[config.mk]
export PLATFORM = sky130hd
export DESIGN_NAME = bwt_occurrence_checkpoint_builder
export DESIGN_NICKNAME = d
export VERILOG_FILES = /design/src/rtl/bocb_pkg.sv /design/src/rtl/bwt_occurrence_checkpoint_builder.sv
export SDC_FILE = /design/constraint.sdc
export NUM_CORES = 2
export LEC_CHECK = 0
export ABC_AREA = 1
export ABC_CLOCK_PERIOD_IN_PS = 25300
export BUFFER_PORTS_ARGS = -buffer_cell sky130_fd_sc_hd__buf_2
export CAP_MARGIN = 20
export CORE_MARGIN = 2
export CORE_UTILIZATION = 42
export CTS_BUF_LIST = sky130_fd_sc_hd__clkbuf_4 sky130_fd_sc_hd__clkbuf_8
export DETAILED_ROUTE_END_ITERATION = 12
export MAX_ROUTING_LAYER = met4
export PLACE_DENSITY_LB_ADDON = 0.25
export SYNTH_ARGS = -nofsm -noshare
export SYNTH_HDL_FRONTEND = slang
export SYNTH_SLANG_ARGS = --single-unit
[constraint.sdc]
create_clock -name clk -period 25.3 [get_ports clk]
set_input_delay 3.795 -clock clk [delete_from_list [all_inputs] [get_ports clk]]
set_output_delay 3.795 -clock clk [all_outputs]
set_load 0.01 [all_outputs]
[src/rtl/bocb_pkg.sv]
// Shared types and constants for the BWT occurrence checkpoint builder.
// No dependencies; imported by bwt_occurrence_checkpoint_builder.
package bocb_pkg;

  localparam int COUNT_WIDTH_DEFAULT = 32;
  localparam int SPACING_WIDTH       = 16;
  localparam int FIELD_WIDTH         = 32;
  localparam int FLAG_WIDTH          = 2;

  localparam logic [SPACING_WIDTH-1:0] SPACING_RESET = 16'd1;

  // lower-case codes; a symbol OR 0x20 matches either case
  localparam logic [7:0] SYM_A_LOWER = 8'h61;
  localparam logic [7:0] SYM_C_LOWER = 8'h63;
  localparam logic [7:0] SYM_G_LOWER = 8'h67;
  localparam logic [7:0] SYM_T_LOWER = 8'h74;
  localparam logic [7:0] SYM_N_LOWER = 8'h6E;
  localparam logic [7:0] SYM_DOLLAR  = 8'h24;
  localparam logic [7:0] CASE_BIT    = 8'h20;

  localparam int FLAG_N_SEEN   = 0;
  localparam int FLAG_UNKNOWN  = 1;

  localparam int ROW_ZERO    = 0;
  localparam int ROW_CKPT    = 1;
  localparam int ROW_SUMMARY = 2;
  localparam int ROW_COUNT   = 3;

  typedef enum logic [1:0] {
    KIND_ZERO       = 2'd0,
    KIND_CHECKPOINT = 2'd1,
    KIND_SUMMARY    = 2'd2
  } kind_t;

  typedef struct packed {
    logic [ROW_COUNT-1:0]   emit;
    logic [FIELD_WIDTH-1:0] count_a;
    logic [FIELD_WIDTH-1:0] count_c;
    logic [FIELD_WIDTH-1:0] count_g;
    logic [FIELD_WIDTH-1:0] count_t;
    logic [FIELD_WIDTH-1:0] start_c;
    logic [FIELD_WIDTH-1:0] start_g;
    logic [FIELD_WIDTH-1:0] start_t;
    logic [FIELD_WIDTH-1:0] start_end;
    logic [FIELD_WIDTH-1:0] dollar_position;
    logic [FLAG_WIDTH-1:0]  flags;
  } row_set_t;

endpackage

[src/rtl/bwt_occurrence_checkpoint_builder.sv]
// Occurrence checkpoint builder: counts A/C/G/T over a BWT string and emits
// zero, checkpoint and summary rows. Depends on bocb_pkg.
//
// Timing: an item's first row is registered in the row queue and is valid
// in the cycle after the item is taken when the queue is empty; queued rows
// ahead of it and output stalls delay it. Throughput: one item per cycle
// while each item gives one row and the output does not stall; an item with
// several rows holds the output until all are taken. A two-entry row queue
// separates input from output, so input stalls only when both entries hold.
// Reset (rst, synchronous): counts, phase, position, flags and queue clear;
// the stored spacing returns to 1. After each summary row the string state
// clears again and the spacing keeps its value.
module bwt_occurrence_checkpoint_builder #(
  parameter int COUNT_WIDTH = bocb_pkg::COUNT_WIDTH_DEFAULT
) (
  input  logic                                clk,
  input  logic                                rst,
  input  logic                                cfg_valid,
  output logic                                cfg_ready,
  input  logic [bocb_pkg::SPACING_WIDTH-1:0]  checkpoint_spacing,
  input  logic                                in_valid,
  output logic                                in_stall,
  input  logic [7:0]                          symbol,
  input  logic                                last,
  output logic                                out_valid,
  input  logic                                out_stall,
  output logic [1:0]                          kind,
  output logic [bocb_pkg::FIELD_WIDTH-1:0]    count_a,
  output logic [bocb_pkg::FIELD_WIDTH-1:0]    count_c,
  output logic [bocb_pkg::FIELD_WIDTH-1:0]    count_g,
  output logic [bocb_pkg::FIELD_WIDTH-1:0]    count_t,
  output logic [bocb_pkg::FIELD_WIDTH-1:0]    start_c,
  output logic [bocb_pkg::FIELD_WIDTH-1:0]    start_g,
  output logic [bocb_pkg::FIELD_WIDTH-1:0]    start_t,
  output logic [bocb_pkg::FIELD_WIDTH-1:0]    start_end,
  output logic [bocb_pkg::FIELD_WIDTH-1:0]    dollar_position,
  output logic [bocb_pkg::FLAG_WIDTH-1:0]     flags,
  output logic                                last_of_run
);
  import bocb_pkg::*;

  localparam logic [COUNT_WIDTH-1:0]  COUNT_ONE = COUNT_WIDTH'(1);
  localparam logic [FIELD_WIDTH-1:0]  POS_MAX   = '1;

  function automatic logic [COUNT_WIDTH-1:0] sat_inc(input logic [COUNT_WIDTH-1:0] v,
                                                     input logic en);
    logic [COUNT_WIDTH-1:0] r;
    r = v;
    if (en && (v != '1)) begin
      r = v + COUNT_ONE;
    end
    return r;
  endfunction

  function automatic logic [FIELD_WIDTH-1:0] clamp32(input logic [COUNT_WIDTH-1:0] v);
    logic [63:0] w;
    w = 64'(v);
    return (w[63:32] != 32'd0) ? POS_MAX : w[31:0];
  endfunction

  logic [SPACING_WIDTH-1:0] spacing;
  logic [COUNT_WIDTH-1:0]   tally_a, tally_c, tally_g, tally_t;
  logic [COUNT_WIDTH-1:0]   sum_c, sum_g, sum_t, sum_end;
  logic [SPACING_WIDTH-1:0] spacing_phase;
  logic [FIELD_WIDTH-1:0]   symbol_position;
  logic [FIELD_WIDTH-1:0]   dollar_mark;
  logic [FLAG_WIDTH-1:0]    seen_flags;
  logic                     started;

  row_set_t                 queue [2];
  logic                     wr_ptr, rd_ptr;
  logic [1:0]               fill;
  logic [ROW_COUNT-1:0]     sent;

  logic [COUNT_WIDTH-1:0]   tally_a_next, tally_c_next, tally_g_next, tally_t_next;
  logic [COUNT_WIDTH-1:0]   sum_c_next, sum_g_next, sum_t_next, sum_end_next;
  logic [SPACING_WIDTH-1:0] spacing_phase_next;
  logic [FIELD_WIDTH-1:0]   symbol_position_next;
  logic [FIELD_WIDTH-1:0]   dollar_mark_next;
  logic [FLAG_WIDTH-1:0]    seen_flags_next;
  logic [SPACING_WIDTH:0]   phase_inc;
  logic [SPACING_WIDTH-1:0] spacing_eff;
  logic [7:0]               sym_fold;
  logic                     is_a, is_c, is_g, is_t, is_n, is_dollar;
  row_set_t                 row_new;
  logic                     take, push, pop, out_take;
  row_set_t                 head;
  logic [ROW_COUNT-1:0]     remaining, sel;

  assign cfg_ready = 1'b1;
  assign in_stall  = (fill == 2'd2);
  assign take      = in_valid && !in_stall;

  always_comb begin
    sym_fold  = symbol | CASE_BIT;
    is_a      = (sym_fold == SYM_A_LOWER);
    is_c      = (sym_fold == SYM_C_LOWER);
    is_g      = (sym_fold == SYM_G_LOWER);
    is_t      = (sym_fold == SYM_T_LOWER);
    is_n      = (sym_fold == SYM_N_LOWER);
    is_dollar = (symbol == SYM_DOLLAR);

    tally_a_next = sat_inc(tally_a, is_a);
    tally_c_next = sat_inc(tally_c, is_c);
    tally_g_next = sat_inc(tally_g, is_g);
    tally_t_next = sat_inc(tally_t, is_t);
    sum_c_next   = sat_inc(sum_c, is_a);
    sum_g_next   = sat_inc(sum_g, is_a || is_c);
    sum_t_next   = sat_inc(sum_t, is_a || is_c || is_g);
    sum_end_next = sat_inc(sum_end, is_a || is_c || is_g || is_t);

    seen_flags_next = seen_flags;
    seen_flags_next[FLAG_N_SEEN] = seen_flags[FLAG_N_SEEN] | is_n;
    seen_flags_next[FLAG_UNKNOWN] = seen_flags[FLAG_UNKNOWN] |
        !(is_a || is_c || is_g || is_t || is_n || is_dollar);

    symbol_position_next = (symbol_position == POS_MAX) ? POS_MAX
                                                         : symbol_position + 32'd1;
    dollar_mark_next = is_dollar ? symbol_position_next : dollar_mark;

    spacing_eff = (spacing == '0) ? SPACING_RESET : spacing;
    phase_inc   = {1'b0, spacing_phase} + {{SPACING_WIDTH{1'b0}}, 1'b1};
    spacing_phase_next = (phase_inc >= {1'b0, spacing_eff}) ? '0
                                                            : phase_inc[SPACING_WIDTH-1:0];

    row_new.emit[ROW_ZERO]    = !started;
    row_new.emit[ROW_CKPT]    = (spacing_phase == '0);
    row_new.emit[ROW_SUMMARY] = last;
    row_new.count_a         = clamp32(tally_a_next);
    row_new.count_c         = clamp32(tally_c_next);
    row_new.count_g         = clamp32(tally_g_next);
    row_new.count_t         = clamp32(tally_t_next);
    row_new.start_c         = clamp32(sum_c_next);
    row_new.start_g         = clamp32(sum_g_next);
    row_new.start_t         = clamp32(sum_t_next);
    row_new.start_end       = clamp32(sum_end_next);
    row_new.dollar_position = dollar_mark_next;
    row_new.flags           = seen_flags_next;
  end

  assign push = take && (row_new.emit != '0);

  always_comb begin
    head      = queue[rd_ptr];
    remaining = head.emit & ~sent;
    if (remaining[ROW_ZERO]) begin
      sel = ROW_COUNT'(1) << ROW_ZERO;
    end else if (remaining[ROW_CKPT]) begin
      sel = ROW_COUNT'(1) << ROW_CKPT;
    end else begin
      sel = ROW_COUNT'(1) << ROW_SUMMARY;
    end
  end

  assign out_valid   = (fill != 2'd0);
  assign last_of_run = (remaining == sel);
  assign out_take    = out_valid && !out_stall;
  assign pop         = out_take && last_of_run;

  always_comb begin
    kind            = KIND_SUMMARY;
    count_a         = head.count_a;
    count_c         = head.count_c;
    count_g         = head.count_g;
    count_t         = head.count_t;
    start_c         = '0;
    start_g         = '0;
    start_t         = '0;
    start_end       = '0;
    dollar_position = '0;
    flags           = head.flags;
    if (sel[ROW_ZERO]) begin
      kind    = KIND_ZERO;
      count_a = '0;
      count_c = '0;
      count_g = '0;
      count_t = '0;
      flags   = '0;
    end else if (sel[ROW_CKPT]) begin
      kind = KIND_CHECKPOINT;
    end else begin
      start_c         = head.start_c;
      start_g         = head.start_g;
      start_t         = head.start_t;
      start_end       = head.start_end;
      dollar_position = head.dollar_position;
    end
  end

  always_ff @(posedge clk) begin
    if (push) begin
      queue[wr_ptr] <= row_new;
    end
  end

  always_ff @(posedge clk) begin
    if (rst) begin
      spacing         <= SPACING_RESET;
      tally_a         <= '0;
      tally_c         <= '0;
      tally_g         <= '0;
      tally_t         <= '0;
      sum_c           <= COUNT_ONE;
      sum_g           <= COUNT_ONE;
      sum_t           <= COUNT_ONE;
      sum_end         <= COUNT_ONE;
      spacing_phase   <= '0;
      symbol_position <= '0;
      dollar_mark     <= '0;
      seen_flags      <= '0;
      started         <= 1'b0;
      wr_ptr          <= 1'b0;
      rd_ptr          <= 1'b0;
      fill            <= 2'd0;
      sent            <= '0;
    end else begin
      if (cfg_valid) begin
        spacing <= checkpoint_spacing;
      end
      if (take) begin
        if (last) begin
          tally_a         <= '0;
          tally_c         <= '0;
          tally_g         <= '0;
          tally_t         <= '0;
          sum_c           <= COUNT_ONE;
          sum_g           <= COUNT_ONE;
          sum_t           <= COUNT_ONE;
          sum_end         <= COUNT_ONE;
          spacing_phase   <= '0;
          symbol_position <= '0;
          dollar_mark     <= '0;
          seen_flags      <= '0;
          started         <= 1'b0;
        end else begin
          tally_a         <= tally_a_next;
          tally_c         <= tally_c_next;
          tally_g         <= tally_g_next;
          tally_t         <= tally_t_next;
          sum_c           <= sum_c_next;
          sum_g           <= sum_g_next;
          sum_t           <= sum_t_next;
          sum_end         <= sum_end_next;
          spacing_phase   <= spacing_phase_next;
          symbol_position <= symbol_position_next;
          dollar_mark     <= dollar_mark_next;
          seen_flags      <= seen_flags_next;
          started         <= 1'b1;
        end
      end
      if (push) begin
        wr_ptr <= ~wr_ptr;
      end
      if (pop) begin
        rd_ptr <= ~rd_ptr;
        sent   <= '0;
      end else if (out_take) begin
        sent <= sent | sel;
      end
      fill <= fill + {1'b0, push} - {1'b0, pop};
    end
  end

endmodule
==> out/qor.txt <==
worst hold path type - flip-flop to flip-flop
first-pass GRT wire length - 219000 um
setup TNS - 0 ns
Top Ports - 326
#FFs+latches synth - 949
fmax - 0.119 GHz
Hold Path Stages - 1
Synth Instances - 6606
crit path max fanout - 76
final RePlAce weighted congestion - 0.942
Worst Clk Skew - 0.0389 ns
Largest Register - queue
max reg flops - 586
final worst path period share - 33.2%
hold_sp - fill[1]
Worst-path clk slew - 0.06 ns
vias per cell - 5.04
Async S/R FF share, synth - 0%
Layout fillers - 11.6k
Core ar. - 117000 sq um
worst skew pair latency - 0.85 ns
vias in the first global route - 40.2k
Distinct cells, synth - 47
leakage power - 23.4 nW
commonest non-fill, non-tap cell in the layout - nand2_1
routed wire length - 140000 um
Primary FF master, synth - edfxtp_1
worst r2r src - spacing_phase[0]
Reg-to-Reg End - queue[0][256]
Setup Fix Bufs, Post-CTS - 0
mapped cell area - 49500 sq um
H-tree levels - 4
Worst-Margin Slew - 1.18 ns
Max-Slew Margin vs Limit - 21.7%
die height - 347 um
Area contributors post-synth - edfxtp_1 (36%), nand2_1 (20%), dfxtp_1 (15%), a21oi_1 (5.3%), inv_1 (5.1%)
CTS tree - done
Setup Viol. Count Final - 0
post-synth top area cell - edfxtp_1
Final ANT Viol Nets - 0
Area Overhead vs Synth - 12.7%
Max rail drop VDD - 0.0000427 V
CP Capture Type - primary output
CTS max path bufs - 3
TritonCTS buffer count - 164
Hold-fix buffers, CTS - 0
Syn Nets - 6665
fin nets - 6912
total congestion overflow - 0
Slew Limit Fails - 0
Seq/Total Area, Yosys - 50.2%
Avg WL per Cell - 16.4 um
Yosys Warn Count - 0
most frequent cells in the layout - nand2_1 (2648), inv_1 (668), edfxtp_1 (586)
CTS root buffer - clkbuf_8
Hold Path Sink - fill[1]
DIE AREA - 121000 sq um
max cap viols - 0
Via Count - 42.9k
worst reg-to-reg path cell count - 11
Total Routing Usage GR - 23.4%
total chip power - 3.91 mW
Final min period - 8.41 ns
Setup crit start kind - flip-flop
Die Span X - 347 um
Iter 0 DRT Violations - 3667
required time of the critical path - 21.50 ns
post-synth top area share - 35.5%
PD cells - 70.1 nW/um^2
I/O Buffers - 324
Hold Fails Final Rpt - 0
Post-synth EDFFs - 586
Core Util, Final - 47.9%
CTS sink cnt - 949
initial antenna violation count - 8
outcome - completed
Initial Util - 42.5%
crit path kind - flip-flop to primary output
Site Rows - 125
1st-pass router iterations - 6
largest net degree at the start of global routing - 180
layout cell share with drive strength beyond 1 - 10.5%
Worst Path Arrival - 4.62 ns
Avg Cell Area, Syn - 7.50 sq um
DP HPWL - 95200 um
R2R Setup Slk - 20.79 ns
post-CTS sizing - 0
Residual DRC - 0
RSZ-0062 raised after global routing - false
[Yosys cell counts (all sizes together) (15+ instances only)]
master,instances
or2,22
nand3,439
xnor2,16
o21ai,64
nand3b,15
buf,81
edfxtp,586
inv,686
dfxtp,363
and2,140
a21oi,524
nand2,2667
xor2,106
nand4,66
nor2,443
clkbuf,197
nor3,123
ha,29
[kinds of logic (layout without fill, tap and decap cells)]
kind of cell | count (synthesis) | after routing | share of synthesized area [%]
AND/OR/NAND/NOR | 3924 | 3924 | 32.8
buffers and inverters | 965 | 1353 | 7.65
flip-flops | 949 | 949 | 50.2
AO/OA/AOI/OAI | 616 | 616 | 6.39
XOR/XNOR | 122 | 122 | 2.20
adder cells (fa/ha/maj) | 29 | 29 | 0.733
other | 1 | 9 | 0.00757
[worst max-delay path: stages, from the launching register on]
cell and delay [ns]:
dfxtp_4 0.42, inv_8 0.32, nand2_1 0.10, nand2_1 0.16, nand2_4 0.43, nand2_4 0.88
buf_4 0.42, buf_4 0.60, a21oi_1 0.12, buf_2 0.18
[through the flow]
step                      setup slack, ns  hold WS (ns)  std cells  instance area, sq um
final                               16.89         0.459       8526                 55800
after global routing                16.43         0.474       8523                 55800
after CTS                           16.70         0.456       8516                 55800
after detailed placement            17.46         0.445       8209                 52200
after global placement              17.52         0.440       8209                 52200
after floorplan                      8.07         0.422       6606                 49500
[how the worst max path moves through the flow]
stage / from / end / slack, ns
after global placement: in_valid / queue[0][253] / 17.52
after floorplan: in_valid / queue[1][0] / 8.07
after global routing: flip-flop / dollar_position[24] / 16.43
after CTS: flip-flop / dollar_position[15] / 16.70
final: flip-flop / dollar_position[15] / 16.89
after detailed placement: in_valid / queue[0][253] / 17.46
[final cells by class]
class | instances | area, sq um | area share [%]
flip-flops and latches | 949 | 24900 | 44.6
multi-input cells | 4692 | 20900 | 37.5
clock buffers | 234 | 2880 | 5.15
inverters | 687 | 2590 | 4.63
repair buffers | 359 | 1960 | 3.51
well taps | 1524 | 1910 | 3.42
clock inverters | 73 | 674 | 1.21
diodes | 8 | 20.0 | 0.0359
[where the power goes]
group	leakage (nW)	total (mW)	switching, mW	internal [mW]
clock network	1.87	1.51	0.659	0.851
registers	8.54	1.81	0.0319	1.77
logic	13.0	0.597	0.451	0.146
[metal layers]
metal / part of all wire (%) / up-vias / wire [um] / GRT usage, %
met5: 0 / - / 0 / -
met4: 2.8 / 0 / 3910 / 7.81
met3: 5.9 / 239 / 8290 / 3.92
met2: 45 / 1129 / 62700 / 35.4
met1: 47 / 20000 / 65400 / 31.9
li1: - / 21600 / - / -
Power figures use the tool's default switching activity.
